File: src/sv/tspg_pkg.sv
// Shared types, register codes and the quarter-wave table function of the pattern generator.
`default_nettype none
package tspg_pkg;

    typedef enum logic [1:0] {
        MODE_IMPULSE = 2'd0,
        MODE_PULSE   = 2'd1,
        MODE_SINE    = 2'd2,
        MODE_ONES    = 2'd3
    } mode_t;

    typedef enum logic [2:0] {
        REG_MODE   = 3'd0,
        REG_TOTAL  = 3'd1,
        REG_PERIOD = 3'd2,
        REG_PULSE  = 3'd3,
        REG_STEP   = 3'd4
    } reg_index_t;

    localparam int unsigned CFG_INDEX_BITS = 3;
    localparam int unsigned CFG_DATA_BITS  = 32;
    localparam int unsigned TOTAL_BITS     = 32;
    localparam int unsigned LEN_BITS       = 24;
    localparam int unsigned STEP_BITS      = 32;
    localparam int unsigned SAMPLE_BITS    = 16;
    localparam int unsigned MAG_BITS       = 15;
    localparam logic [MAG_BITS-1:0] FULL_SCALE = 15'd32767;

    typedef struct packed {
        mode_t                 mode;
        logic [TOTAL_BITS-1:0] total;
        logic [LEN_BITS-1:0]   period;
        logic [LEN_BITS-1:0]   pulse;
        logic [STEP_BITS-1:0]  step;
    } cfg_t;

    // Sample request handed from the counter stage to the output stage
    typedef struct packed {
        logic valid;
        logic sine;
        logic level;
        logic last;
    } req_t;

    // sin(pi/2 * k / 2^qbits) in Q30 by a Horner series, scaled to Q1.15
    function automatic logic [MAG_BITS-1:0] quarter_value(input int unsigned k,
                                                         input int unsigned qbits);
        logic [63:0] one;
        logic [63:0] t;
        logic [63:0] t2;
        logic [63:0] v;
        logic [63:0] s;
        logic [63:0] r;
        one = 64'd1 << 30;
        t   = (64'd1686629713 * 64'(k)) >> qbits;
        t2  = (t * t) >> 30;
        v   = one;
        v   = one - (((t2 * v) >> 30) / 64'd156);
        v   = one - (((t2 * v) >> 30) / 64'd110);
        v   = one - (((t2 * v) >> 30) / 64'd72);
        v   = one - (((t2 * v) >> 30) / 64'd42);
        v   = one - (((t2 * v) >> 30) / 64'd20);
        v   = one - (((t2 * v) >> 30) / 64'd6);
        s   = (t * v) >> 30;
        r   = (s * 64'd32767 + (one >> 1)) >> 30;
        if (r > 64'd32767)
        begin
            r = 64'd32767;
        end
        return r[MAG_BITS-1:0];
    endfunction

endpackage
`default_nettype wire

File: src/sv/tspg_ctrl.sv
// Sample counter, period position and phase accumulator; registers one request per tick.
`default_nettype none
module tspg_ctrl #(
    parameter int unsigned PHASE_BITS = 32,
    parameter int unsigned TABLE_BITS = 10,
    parameter int unsigned COUNT_BITS = 24
) (
    input  wire logic                  clk,
    input  wire logic                  rst_n,
    input  wire tspg_pkg::cfg_t        cfg,
    input  wire logic                  in_valid,
    input  wire logic                  restart,
    input  wire logic                  advance,
    output logic                       in_stall,
    output tspg_pkg::req_t             req,
    output logic [TABLE_BITS-1:0]      req_idx
);
    localparam int unsigned TB = tspg_pkg::TOTAL_BITS;

    logic [TB-1:0]         count_reg;
    logic [TB-1:0]         count_next;
    logic [COUNT_BITS-1:0] pos_reg;
    logic [COUNT_BITS-1:0] pos_next;
    logic [PHASE_BITS-1:0] phase_reg;
    logic [PHASE_BITS-1:0] phase_next;
    tspg_pkg::req_t        req_reg;
    tspg_pkg::req_t        req_next;
    logic [TABLE_BITS-1:0] idx_reg;
    logic [TABLE_BITS-1:0] idx_next;

    logic                  take;
    logic                  accept;
    logic [TB-1:0]         cnt;
    logic [COUNT_BITS-1:0] pos;
    logic [PHASE_BITS-1:0] phase;
    logic [COUNT_BITS-1:0] per;
    logic [COUNT_BITS-1:0] pul;
    logic [COUNT_BITS:0]   pos_inc;
    logic                  produce;

    assign take     = !req_reg.valid || advance;
    assign in_stall = !take;
    assign accept   = in_valid && take;

    always_comb
    begin
        cnt        = restart ? '0 : count_reg;
        pos        = restart ? '0 : pos_reg;
        phase      = restart ? '0 : phase_reg;
        per        = COUNT_BITS'(cfg.period);
        pul        = COUNT_BITS'(cfg.pulse);
        produce    = cnt < cfg.total;
        count_next = cnt;
        pos_next   = pos;
        phase_next = phase;
        idx_next   = phase[PHASE_BITS-1 -: TABLE_BITS];
        req_next   = '0;
        pos_inc    = {1'b0, pos} + (COUNT_BITS+1)'(1);

        if (cfg.mode == tspg_pkg::MODE_PULSE && pul > per)
        begin
            per = pul;
        end
        if (per == '0)
        begin
            per = COUNT_BITS'(1);
        end

        if (produce)
        begin
            count_next     = cnt + TB'(1);
            req_next.valid = 1'b1;
            req_next.last  = (count_next == cfg.total);
            case (cfg.mode)
                tspg_pkg::MODE_IMPULSE, tspg_pkg::MODE_PULSE:
                begin
                    req_next.level = (cfg.mode == tspg_pkg::MODE_IMPULSE) ? (pos == '0)
                                                                         : (pos < pul);
                    // wrap once at or past the period end
                    pos_next = (pos_inc >= {1'b0, per}) ? '0 : pos_inc[COUNT_BITS-1:0];
                end
                tspg_pkg::MODE_SINE:
                begin
                    req_next.sine = 1'b1;
                    phase_next    = phase + PHASE_BITS'(cfg.step);
                end
                tspg_pkg::MODE_ONES:
                begin
                    req_next.level = 1'b1;
                end
                default:
                begin
                    req_next.level = 1'b0;
                end
            endcase
        end
    end

    always_ff @(posedge clk or negedge rst_n)
    begin
        if (!rst_n)
        begin
            count_reg <= '0;
            pos_reg   <= '0;
            phase_reg <= '0;
            req_reg   <= '0;
        end
        else if (take)
        begin
            req_reg.valid <= accept && req_next.valid;
            if (accept)
            begin
                count_reg     <= count_next;
                pos_reg       <= pos_next;
                phase_reg     <= phase_next;
                req_reg.sine  <= req_next.sine;
                req_reg.level <= req_next.level;
                req_reg.last  <= req_next.last;
            end
        end
    end

    always_ff @(posedge clk)
    begin
        if (accept)
        begin
            idx_reg <= idx_next;
        end
    end

    assign req     = req_reg;
    assign req_idx = idx_reg;
endmodule
`default_nettype wire

File: config.mk
export PLATFORM = sky130hd
export DESIGN_NAME = tspg_ctrl
export DESIGN_NICKNAME = d
export VERILOG_FILES = /design/src/sv/tspg_pkg.sv /design/src/sv/tspg_ctrl.sv
export SDC_FILE = /design/constraint.sdc
export NUM_CORES = 1
export LEC_CHECK = 0
export ABC_AREA = 1
export CAP_MARGIN = 20
export CORE_ASPECT_RATIO = 1.4
export CORE_MARGIN = 2
export CORE_UTILIZATION = 67
export CTS_CLUSTER_SIZE = 24
export DETAILED_ROUTE_END_ITERATION = 12
export DONT_BUFFER_PORTS = 1
export PLACE_DENSITY = 0.83
export RECOVER_POWER = 25
export SYNTH_ARGS = -nofsm -noshare
export SYNTH_HDL_FRONTEND = slang
export SYNTH_SLANG_ARGS = --single-unit
File: constraint.sdc
create_clock -name clk -period 4.1 [get_ports clk]
set_input_delay 0.205 -clock clk [delete_from_list [all_inputs] [get_ports clk]]
set_output_delay 0.205 -clock clk [all_outputs]
set_load 0.02 [all_outputs]
Word-level counts from Yosys, hierarchy flattened
Index checks and enable logic that the tools add are counted.
{"block": "op_classes", "n_addsub": 3, "magnitude_cmp": 4, "n_eq_ne": 4, "mux": 15, "n_reduce_logical": 11}
{"op": "$mux 32", "count": 5}
{"op": "$mux 24", "count": 6}
{"op": "$logic_not 24->1", "count": 2}
{"op": "$add 32x1->32 const B", "count": 1}
{"op": "$add 32x32->32", "count": 1}
{"op": "$eq 32x32->1", "count": 1}
{"op": "$lt 32x32->1", "count": 1}
{"op": "$add 24x1->25 const B", "count": 1}
{"op": "$ge 25x24->1", "count": 1}
{"op": "$gt 24x24->1", "count": 1}
{"op": "$lt 24x24->1", "count": 1}
{"op": "$eq 2x2->1 const B", "count": 2}
{"op": "$mux 4", "count": 1}
{"op": "$logic_and 1x1->1", "count": 3}
{"op": "$eq 2x1->1 const B", "count": 1}
{"op": "$logic_not 1->1", "count": 2}
{"op": "$logic_not 2->1", "count": 1}
{"op": "$mux 1", "count": 2}
{"op": "$pmux 1 s2", "count": 1}
{"op": "$reduce_and 2->1", "count": 1}
{"op": "$reduce_or 2->1", "count": 1}
{"op": "$logic_or 1x1->1", "count": 1}
{"block": "word_totals", "register_bits": 102, "input_bits": 119, "wordCells": 45}

Logic depth before layout (Yosys ltp)
Gate-level depths: netlist of the first run.
{"block": "logic_depth", "depth_word": 9, "mapped_depth": 32, "mapped_depth_nobuf": 29}

Worst setup path before layout of the first run
Ideal clock, no wire load.
{"block": "synth_path", "kind": "in2reg", "startpoint": "input port restart", "endpoint": "register pos_reg[12]", "t_arrival_ps": 3590, "required_ps": 4017, "slack_ps": 428, "path_stages": 26, "path_buffers": 6, "path_cell_list": "buf_6 > buf_8 > buf_6 > buf_2 > buf_2 > nor2_1 > ha_1 > nand2_1 > nor2_1 > nand2_2 > nor2_4 > inv_2 > nor2_4 > nand2_1 > xor2_1 > ha_1 > a21oi_1 > nor2_1 > a211oi_1 > nand2_1 > a21oi_1 > clkbuf_1 > nand4_1 > nand2_1 > nand3_1 > o21ai_0"}
{"block": "synth_between", "elab_chain_len": 6}
{"element": "from (decl)", "line": "tspg_ctrl.sv:12", "source": "input wire logic restart,"}
{"element": "$mux 24", "line": "tspg_ctrl.sv:48", "source": "pos = restart ? '0 : pos_reg;"}
{"element": "$add 24x1->25", "line": "tspg_ctrl.sv:58", "source": "pos_inc = {1'b0, pos} + (COUNT_BITS+1)'(1);"}
{"element": "$ge 25x24->1", "line": "tspg_ctrl.sv:80", "source": "pos_next = (pos_inc >= {1'b0, per}) ? '0 : pos_inc[COUNT_BITS-1:0];"}
{"element": "$mux 24", "line": "tspg_ctrl.sv:80"}
{"element": "$mux 24", "line": "tspg_ctrl.sv:74", "source": "case (cfg.mode)"}
{"element": "$mux 24 (*)", "line": "tspg_ctrl.sv:69", "source": "if (produce)"}
{"element": "to (signal assigned)", "line": "tspg_ctrl.sv:114", "source": "pos_reg <= pos_next;"}
{"element": "to (decl)", "line": "tspg_ctrl.sv:22", "source": "logic [COUNT_BITS-1:0] pos_reg;"}
Every way passes the cells marked *; elsewhere a longest branch is shown, timed or not.
A chain may end at the register's enable or synchronous reset.

Worst setup path in the final report of the first run
{"block": "layout_path", "startpoint": "input port cfg[75] (netlist name)", "endpoint": "register pos_reg[2]"}
{"block": "layout_between", "elab_chain_len": 9}
{"element": "from (decl)", "line": "tspg_ctrl.sv:10", "source": "input wire tspg_pkg::cfg_t cfg,"}
{"element": "$gt 24x24->1", "line": "tspg_ctrl.sv:60", "source": "if (cfg.mode == tspg_pkg::MODE_PULSE && pul > per)"}
{"element": "$logic_and 1x1->1", "line": "tspg_ctrl.sv:60"}
{"element": "$mux 24 (*)", "line": "tspg_ctrl.sv:60"}
{"element": "$logic_not 24->1", "line": "tspg_ctrl.sv:64", "source": "if (per == '0)"}
{"element": "$mux 24 (*)", "line": "tspg_ctrl.sv:64"}
{"element": "$ge 25x24->1 (*)", "line": "tspg_ctrl.sv:80"}
{"element": "$mux 24 (*)", "line": "tspg_ctrl.sv:80"}
{"element": "$mux 24 (*)", "line": "tspg_ctrl.sv:74"}
{"element": "$mux 24 (*)", "line": "tspg_ctrl.sv:69"}
Marks and branches as above.

==> results.sh, run 1 <==
export IMPL_status="finished, violations left"
export IMPL_violations="capacitance limit, slew limit"
export IMPL_hpwlAfterDp_um=28900
export IMPL_die_x_um=121
export IMPL_numCtsBuffers=9
export IMPL_setup_viol=0
export IMPL_wire_per_inst_um=16.5
export IMPL_yosysTopAreaCell="dfrtp_1"
export IMPL_grt_overflow=0
export IMPL_synth_fp_nets=2315
export IMPL_rsz0062_at_grt="no"
export IMPL_grtUsageTotal_pct=37.7
export IMPL_synth_distinct_cells=53
export IMPL_vias=13362
export IMPL_switchingPower_mw=2.56
export IMPL_place_gp_congestion=1.01
export IMPL_die_area_sq_um=20300
export IMPL_ys_warn_count=0
export IMPL_multi_input_area_sq_um=8670
export IMPL_htree_levels=3
export IMPL_final_net_count=2284
export IMPL_finalCritPeriodShare_pct=89.4
export IMPL_grt_pass1_wl_um=61600
export IMPL_cts_tree="yes"
export IMPL_p_clk_share_pct=16.3
export IMPL_p_leak_nw=7.29
export IMPL_cts_sinks=102
export IMPL_avgSynthCellArea_sq_um=6.23
export IMPL_slowest_stage="a21oi_1"
export IMPL_yosysSeqAreaShare_pct=20.3
export IMPL_drcViolationCount=0
export IMPL_nFillCells=1717
export IMPL_antenna_found_initial=0
export IMPL_drt_antenna_violating_nets=0
export IMPL_drive_above_1_share_pct=5.56
export IMPL_end_kind="flop"
export IMPL_synth_cells=2058
export IMPL_regArea_sq_um=2600
export IMPL_io_buffers=0
export IMPL_synth_top_flop_cell="dfrtp_1"
export IMPL_n_antenna_cell=0
export IMPL_arrival_ns=3.92
export IMPL_max_stage_delay_ns=0.38
export IMPL_synth_edff_count=10
export IMPL_crit_top_cell="nand2_1"
export IMPL_final_setup_skew_ns=0.0133
export IMPL_path_class="in -> reg"
export IMPL_grt_max_degree=93
export IMPL_tightest_slew_ns=2.57
export IMPL_area_growth_syn_to_layout_pct=3.44
export IMPL_peakVddDrop_uv=251
export IMPL_crit_required_ns=4.35
export IMPL_drv_cap=1
export IMPL_internal_power_mw=2.76
export IMPL_dp_cells=2258
export IMPL_relSlewSlack_pct=-71.0
export IMPL_ys_ff_latch=102
export IMPL_hold_depth=4
export IMPL_viasPerCell=5.87
export IMPL_num_rows=59
export IMPL_synth_most_common_cell="nand2_1"
export IMPL_hold_viol=0
export IMPL_initial_core_util_pct=68.7
export IMPL_grt_pass1_vias=13229
export IMPL_synthTopCellsByArea="dfrtp_1 (18%), nand2_1 (18%), ha_1 (13%)"
export IMPL_path_clk_slew_ns=0.09
export IMPL_postCtsSetupBuffers=0
export IMPL_combPwrFrac_pct=52.2
export IMPL_max_freq_mhz=273
export IMPL_worstHoldPathType="in -> reg"
export IMPL_synthArstFlopShare_pct=90.2
export IMPL_netlist_top_cells_count="nand2_1 (599), inv_1 (316), nor2_1 (172), nand3_1 (155), ha_1 (137)"
export IMPL_root_buffer="clkbuf_16"
export IMPL_setup_tns_ns=0
export IMPL_die_y_um=168
export IMPL_cp_max_fo=29
export IMPL_synth_area_sq_um=12800
export IMPL_timing_final_max_slew_violations=93
export IMPL_routed_wl_um=37600
export IMPL_clockBufferDepth=2
export IMPL_final_cells=2276
export IMPL_io_pins=134
export IMPL_post_route_util_pct=71.0
export IMPL_synth_top_area_share_pct=18.0
export IMPL_drt_pre_antenna_iters=7
export IMPL_power_frac_seq_pct=31.5
export IMPL_startpoint_type="input pin"
export IMPL_clkLatencyLatePin_ns=0.37
export IMPL_drt_iter0_markers=845
export IMPL_min_period_ns=3.66
export IMPL_rr_worst_depth=22
export IMPL_power_share_switching_pct=48.2
export IMPL_worstPathCellList="inv_1 -> ha_1 -> a21oi_1 -> o21ai_0 -> a21oi_1 -> nand3_1 -> nand2_1 -> buf_4 -> nand2_1 -> o21ai_0 -> inv_1 -> ha_1 -> nand2_1 -> o21ai_0 -> a21oi_1 -> o21ai_0 -> nand2_1 -> nand2_1 -> nand2_1 -> nand3_4 -> o21ai_0 -> nand3_1 -> nand2_1"
export IMPL_power_per_cell_area_nw_per_um2=401
export IMPL_design_core_area_sq_um=18700
## cell families (layout without fill, tap and decap cells)
logic type / count (synthesis) / after routing / share of synthesized area (%)
AOI/OAI and AO/OA: 319 / 319 / 13.7
adders and majority gates: 138 / 138 / 13.5
xor gates and xnor gates: 44 / 44 / 3.39
buffers and inverters: 390 / 364 / 12.2
and+or+nand+nor: 1065 / 1065 / 36.9
DFF: 102 / 102 / 20.3
## path summary, 6_finish.rpt
| check | startpoint | slack, ns | end |
|---|---|---|---|
| hold reg to reg | phase_reg[17] | 0.48 | phase_reg[17] |
| max in group asynchronous | rst_n | 1.41 | count_reg[24] |
| min in group asynchronous | rst_n | 1.12 | phase_reg[8] |
| setup / recovery | cfg[75] | 0.44 | pos_reg[2] |
| setup reg to reg | pos_reg[1] | 0.44 | pos_reg[2] |
| hold / removal | cfg[113] | 0.04 | req[1] |
## per-layer routing
layer  track usage [%]  up-vias  part of all wire, %
met5                 0        -                    0
met4              22.0        0                  5.9
met3              5.82      145                  6.1
met2              67.2      488                   50
met1              41.7     6123                   38
li1                  -     6606                    -
## cell type report
class / count / share of cell area [%]
Sequential cell: 102 / 19.6
Clock buffer: 10 / 1.73
Tap cell: 244 / 2.30
Multi-Input combinational cell: 1566 / 65.4
Clock inverter: 6 / 0.387
Timing Repair Buffer: 22 / 1.34
Inverter: 326 / 9.25
## power groups by stage
stage / logic (mW) / registers [mW] / clock network, mW
2_1_floorplan: 2.14 / 1.61 / 0
5_1_grt: 3.18 / 1.72 / 0.902
3_3_place_gp: 2.63 / 1.67 / 0
3_5_place_dp: 2.71 / 1.68 / 0
4_1_cts: 2.75 / 1.67 / 0.865
6_report: 2.78 / 1.67 / 0.867
## what timing repair did
action,CTS,global route
hold buffers,2,0
endpoints found under the hold margin,92,0
resized for setup,0,2
setup endpoints to repair,0,12
## placed cells by master (no fill, tap or decap), types with 38 or more instances in the layout
cell      netlist  final
a21oi_1       124    123
dfrtp_1        92     92
ha_1          137    137
inv_1         316    315
nand2_1       599    598
nand3_1       155    155
nand4_1        38     38
nor2_1        172    171
o211ai_1       38     38
o21ai_0       123    123
## metrics by stage
step	setup WS [ns]	total power, mW	area, sq um	hold slack, ns
2_1_floorplan	0.428	3.75	12800	-0.0906
3_3_place_gp	0.266	4.30	13000	-0.0891
3_5_place_dp	0.131	4.39	13000	-0.0880
4_1_cts	0.348	5.28	13300	0.0371
5_1_grt	0.0852	5.80	13300	0.0329
6_report	0.435	5.32	13300	0.0391
## critical path: cells and delay by family
family | cells | cell delay [ns]
adders and majority gates | 2 | 0.59
and+or+nand+nor | 10 | 1.22
buffers and inverters | 3 | 0.38
AOI/OAI and AO/OA | 8 | 1.51
(Power assumes the default switching activity.)
==> run 2, diff against run 1 <==
Settings changed: CORE_MARGIN 2 to default.
==> run 2 against run 1 <==
Effect of this change:
- the run still ends with capacitance limit, slew limit left
- clock skew down 0.0035 ns
- sequential share of layout area decreased by 0.099 points
- count of clock-buffer cells in the layout is the same
- critical endpoint unchanged
- largest power group unchanged
==> results.sh, run 2 (synthesis gave the netlist of run 1 again) <==
export IMPL_internal_power_mw=2.92
export IMPL_drive_above_1_share_pct=5.56
export IMPL_hpwlAfterDp_um=28900
export IMPL_n_antenna_cell=0
export IMPL_pre_cts_slack_ns=0.331
export IMPL_vias=13303
export IMPL_grtUsageTotal_pct=38.1
export IMPL_end_kind="flop"
export IMPL_status="finished, violations left"
export IMPL_power_frac_seq_pct=30.5
export IMPL_die_x_um=119
export IMPL_grt_overflow=0
export IMPL_die_area_sq_um=19700
export IMPL_setup_viol=0
export IMPL_drt_iter0_markers=852
export IMPL_rsz0062_at_grt="no"
export IMPL_regArea_sq_um=2600
export IMPL_worstHoldPathType="in -> reg"
export IMPL_cp_max_fo=14
export IMPL_layout_commonest_cell="nand2_1"
export IMPL_grt_pass1_vias=13008
export IMPL_final_net_count=2284
export IMPL_io_pins=134
export IMPL_postCtsSetupBuffers=0
export IMPL_clockBufferDepth=2
export IMPL_nFillCells=1706
export IMPL_die_y_um=166
export IMPL_root_buffer="clkbuf_16"
export IMPL_cts_tree="yes"
export IMPL_timing_final_max_slew_violations=93
export IMPL_peakVddDrop_uv=314
export IMPL_num_rows=59
export IMPL_io_buffers=0
export IMPL_startpoint_type="flop"
export IMPL_hold_viol=0
export IMPL_slowest_stage="dfrtp_1"
export IMPL_min_period_ns=3.74
export IMPL_htree_levels=3
export IMPL_routed_wl_um=37300
export IMPL_wire_per_inst_um=16.4
export IMPL_rrSetupSlack_ns=0.36
export IMPL_clkLatencyLatePin_ns=0.37
export IMPL_p_leak_nw=7.32
export IMPL_crit_top_cell="nand2_1"
export IMPL_grt_pass1_wl_um=60300
export IMPL_relSlewSlack_pct=-71.2
export IMPL_tightest_slew_ns=2.57
export IMPL_setup_tns_ns=0
export IMPL_worstPathCellList="inv_1 -> nor2_1 -> ha_1 -> nand2_1 -> nor2_1 -> nand2_2 -> nor2_4 -> inv_2 -> nor2_4 -> nand2_1 -> xor2_1 -> ha_1 -> a21oi_1 -> nor2_1 -> a211oi_1 -> buf_4 -> nand2_1 -> a21oi_1 -> nand3_4 -> o21ai_0 -> nand3_1 -> nand2_1"
export IMPL_max_freq_mhz=268
export IMPL_total_power_mw=5.48
export IMPL_whs_ns=0.0271
export IMPL_arrival_ns=4.04
export IMPL_timing_final_ws_setup_ns=0.365
export IMPL_area_growth_syn_to_layout_pct=3.97
export IMPL_design_core_area_sq_um=18700
export IMPL_initial_core_util_pct=68.7
export IMPL_finalCritPeriodShare_pct=91.1
export IMPL_power_share_switching_pct=46.7
export IMPL_grt_max_degree=93
export IMPL_viasPerCell=5.84
export IMPL_drt_antenna_violating_nets=0
export IMPL_cts_sinks=102
export IMPL_layout_common_cells="nand2_1 (598), inv_1 (315), nor2_1 (171)"
export IMPL_violations="capacitance limit, slew limit"
export IMPL_place_gp_congestion=0.975
export IMPL_drv_cap=1
export IMPL_drcViolationCount=0
export IMPL_path_class="reg -> reg"
export IMPL_path_clk_slew_ns=0.08
export IMPL_multi_input_area_sq_um=8670
export IMPL_final_setup_skew_ns=0.00981
export IMPL_power_per_cell_area_nw_per_um2=411
export IMPL_max_stage_delay_ns=0.38
export IMPL_crit_required_ns=4.41
export IMPL_switchingPower_mw=2.56
export IMPL_p_clk_share_pct=18.9
export IMPL_combPwrFrac_pct=50.6
export IMPL_antenna_found_initial=0
export IMPL_numCtsBuffers=9
export IMPL_drt_pre_antenna_iters=6
-- run 2: path summary, 6_finish.rpt --
check / startpoint / endpoint / depth (start not counted)
max reg2reg: pos_reg[1] / pos_reg[2] / 22
min: restart / req_idx[9] / 1
max: pos_reg[1] / pos_reg[2] / 22
min in group asynchronous: rst_n / phase_reg[9] / 2
max in group asynchronous: rst_n / count_reg[14] / 2
min reg2reg: phase_reg[19] / phase_reg[19] / 2
-- run 2: power by group through the flow --
stage | clock (mW) | combinational [mW] | sequential (mW)
after floorplan | 0 | 2.14 | 1.61
after global placement | 0 | 2.62 | 1.68
after detailed placement | 0 | 2.70 | 1.68
after CTS | 1.04 | 2.74 | 1.66
after global routing | 1.07 | 3.15 | 1.71
final | 1.03 | 2.77 | 1.67
-- run 2: worst max-delay path, delay by kind of cell (launching register included) --
kind	cells	cell delay (ns)
AND/OR/NAND/NOR	12	1.41
AO/OA/AOI/OAI	4	0.88
adder cells (fa/ha/maj)	2	0.48
flip-flops	1	0.38
buffers and inverters	3	0.31
XOR/XNOR	1	0.21
-- run 2: timing repair --
| item | CTS | global route |
|---|---|---|
| hold endpoints to repair | 92 | 0 |
| setup endpoints to repair | 0 | 1 |
| gates resized for setup | 0 | 1 |
| hold buffers | 2 | 0 |
-- run 2: stage by stage --
stage	util (%)	cells	instance area (sq um)
2_1_floorplan	-	2058	12800
3_3_place_gp	69.4	2258	13000
3_5_place_dp	69.4	2258	13000
4_1_cts	71.5	2276	13300
5_1_grt	71.4	2276	13300
6_report	71.4	2276	13300
-- run 2: layer usage --
metal | part of all wire (%) | vias up | GRT usage (%) | wire (um)
met3 | 6.0 | 129 | 4.55 | 2230
li1 | - | 6606 | - | -
met1 | 39 | 6039 | 41.9 | 14400
met2 | 50 | 529 | 69.4 | 18500
met4 | 5.8 | 0 | 22.8 | 2140
met5 | 0 | - | 0 | 0
-- run 2: area by class of cell --
type                    instances  share of cell area (%)
clock buffers                  10                    1.88
inverters                     326                    9.21
flip-flops and latches        102                    19.5
repair buffers                 22                    1.33
clock inverters                 6                   0.760
multi-input cells            1566                    65.0
well taps                     244                    2.29
==> run 3, diff against run 2 <==
Settings changed: REMOVE_ABC_BUFFERS from default to 1.
==> run 3 against run 2 <==
Effect of this change:
- the run still ends with capacitance limit, slew limit left
- setup slack got worse by 0.017 ns
- maximum frequency shrank 0.44%
- clock power decreased by 11%
- cell count decreased by 0.18%
- power decreased by 2.0%
- register-to-register slack worse by 0.02 ns
- critical path type unchanged
- largest cell class unchanged
- largest power group unchanged
==> results.sh, run 3 (synthesis gave the netlist of run 1 again) <==
export IMPL_status="finished, violations left"
export IMPL_violations="capacitance limit, slew limit"
export IMPL_die_x_um=119
export IMPL_grt_overflow=0
export IMPL_nFillCells=1697
export IMPL_startpoint_type="flop"
export IMPL_final_cells=2272
export IMPL_hold_viol=0
export IMPL_p_leak_nw=7.28
export IMPL_peakVddDrop_uv=303
export IMPL_max_freq_mhz=267
export IMPL_drive_above_1_share_pct=5.57
export IMPL_clockBufferDepth=2
export IMPL_drv_cap=1
export IMPL_numCtsBuffers=9
export IMPL_path_class="reg -> reg"
export IMPL_layout_common_cells="nand2_1 (597), inv_1 (315), nor2_1 (170)"
export IMPL_n_antenna_cell=0
export IMPL_htree_levels=3
export IMPL_postCtsSetupBuffers=0
export IMPL_root_buffer="clkbuf_16"
export IMPL_relSlewSlack_pct=-70.8
export IMPL_drt_antenna_violating_nets=0
export IMPL_area_growth_syn_to_layout_pct=3.39
export IMPL_antenna_found_initial=0
export IMPL_end_kind="flop"
export IMPL_initial_core_util_pct=68.7
export IMPL_grt_use_met3_pct=5.30
export IMPL_use_met2_pct=68.7
export IMPL_routed_wl_um=37000
export IMPL_io_pins=134
export IMPL_timing_final_max_slew_violations=93
export IMPL_arrival_ns=4.05
export IMPL_rrSetupSlack_ns=0.35
export IMPL_place_gp_congestion=0.959
export IMPL_r2r_end="pos_reg[8]"
export IMPL_drt_pre_antenna_iters=6
export IMPL_die_area_sq_um=19700
export IMPL_final_setup_skew_ns=0.0153
export IMPL_cts_tree="yes"
export IMPL_finalCritPeriodShare_pct=91.5
export IMPL_worstReg2RegStart="pos_reg[0]"
export IMPL_hpwlAfterDp_um=27900
export IMPL_drcViolationCount=0
export IMPL_grtUsageTotal_pct=37.6
export IMPL_path_clk_slew_ns=0.09
export IMPL_cp_endpoint="pos_reg[8]"
export IMPL_dp_cells=2254
export IMPL_wire_per_inst_um=16.3
export IMPL_layout_commonest_cell="nand2_1"
export IMPL_power_per_cell_area_nw_per_um2=405
export IMPL_drt_iter0_markers=1048
export IMPL_io_buffers=0
export IMPL_post_route_util_pct=71.0
export IMPL_viasPerCell=5.90
export IMPL_num_rows=59
export IMPL_grt_pass1_wl_um=59800
export IMPL_met1_usage_pct=41.5
export IMPL_worstHoldPathType="in -> reg"
export IMPL_startpoint="pos_reg[0]"
export IMPL_grt_busiest_layer="met2"
export IMPL_tightest_slew_ns=2.56
export IMPL_clkLatencyLatePin_ns=0.37
export IMPL_rr_worst_depth=21
export IMPL_setup_viol=0
export IMPL_cp_max_fo=14
export IMPL_cts_sinks=102
export IMPL_design_core_area_sq_um=18700
export IMPL_crit_required_ns=4.39
export IMPL_min_period_ns=3.75
export IMPL_grt_pass1_vias=12959
export IMPL_grt_max_degree=102
export IMPL_vias=13408
export IMPL_final_net_count=2280
export IMPL_die_y_um=166
export IMPL_setup_tns_ns=0
-- run 3: timing repair --
item | 4_1_cts | 5_1_grt
hold buffers | 2 | 0
endpoints found under the hold margin | 92 | 0
gates resized for setup | 0 | 5
endpoints found under the setup margin | 0 | 24
-- run 3: per-layer routing --
layer  wire [um]  vias up
li1            -     6604
met1       14200     6184
met2       18800      498
met3        2190      122
met4        1860        0
met5           0        -
-- run 3: power breakdown --
group          total [mW]  internal (mW)  switching (mW)
Combinational        2.78          0.939            1.84
Clock               0.917          0.438           0.479
Sequential           1.67           1.38           0.288
-- run 3: worst min path at each step --
stage	slack, ns	end	startpoint	cells after the start
after floorplan	-0.09	count_reg[0]	rst_n	0
final	0.03	req_idx[9]	restart	1
after CTS	0.02	req_idx[9]	restart	1
after detailed placement	-0.08	pos_reg[18]	rst_n	0
after global placement	-0.08	pos_reg[18]	rst_n	0
after global routing	0.02	req_idx[9]	restart	1
-- run 3: area by class of cell --
cell class | count | area (sq um) | share of cell area (%)
sequential | 102 | 2600 | 19.6
tap | 244 | 305 | 2.30
inverter | 326 | 1230 | 9.26
clock inverter | 7 | 78.8 | 0.595
clock buffer | 9 | 225 | 1.70
timing repair buffer | 18 | 135 | 1.02
multi-input combinational | 1566 | 8680 | 65.5
-- run 3: through the flow --
step	cell area, sq um	power [mW]	setup WS (ns)	hold WS [ns]
after floorplan	12500	3.69	-0.850	-0.0906
after global placement	12900	4.27	0.157	-0.0835
after detailed placement	12900	4.36	0.0217	-0.0829
after CTS	13300	5.32	0.191	0.0198
after global routing	13300	5.80	-0.0135	0.0189
final	13300	5.36	0.348	0.0304
-- run 3: critical path, stage by stage (launching register included) --
cell      delay (ns)
dfrtp_1         0.38
inv_1           0.06
nor2_2          0.20
ha_1            0.22
nand2_1         0.09
nor2_1          0.16
nand2_2         0.14
nor2_4          0.13
inv_2           0.08
nor2_4          0.12
nand2_1         0.08
xor2_1          0.24
ha_1            0.29
a21oi_1         0.13
nor2_1          0.05
a211oi_1        0.20
nand2_1         0.08
a21oi_1         0.28
nand3_4         0.23
o21ai_0         0.28
nand3_1         0.11
nand2_1         0.10
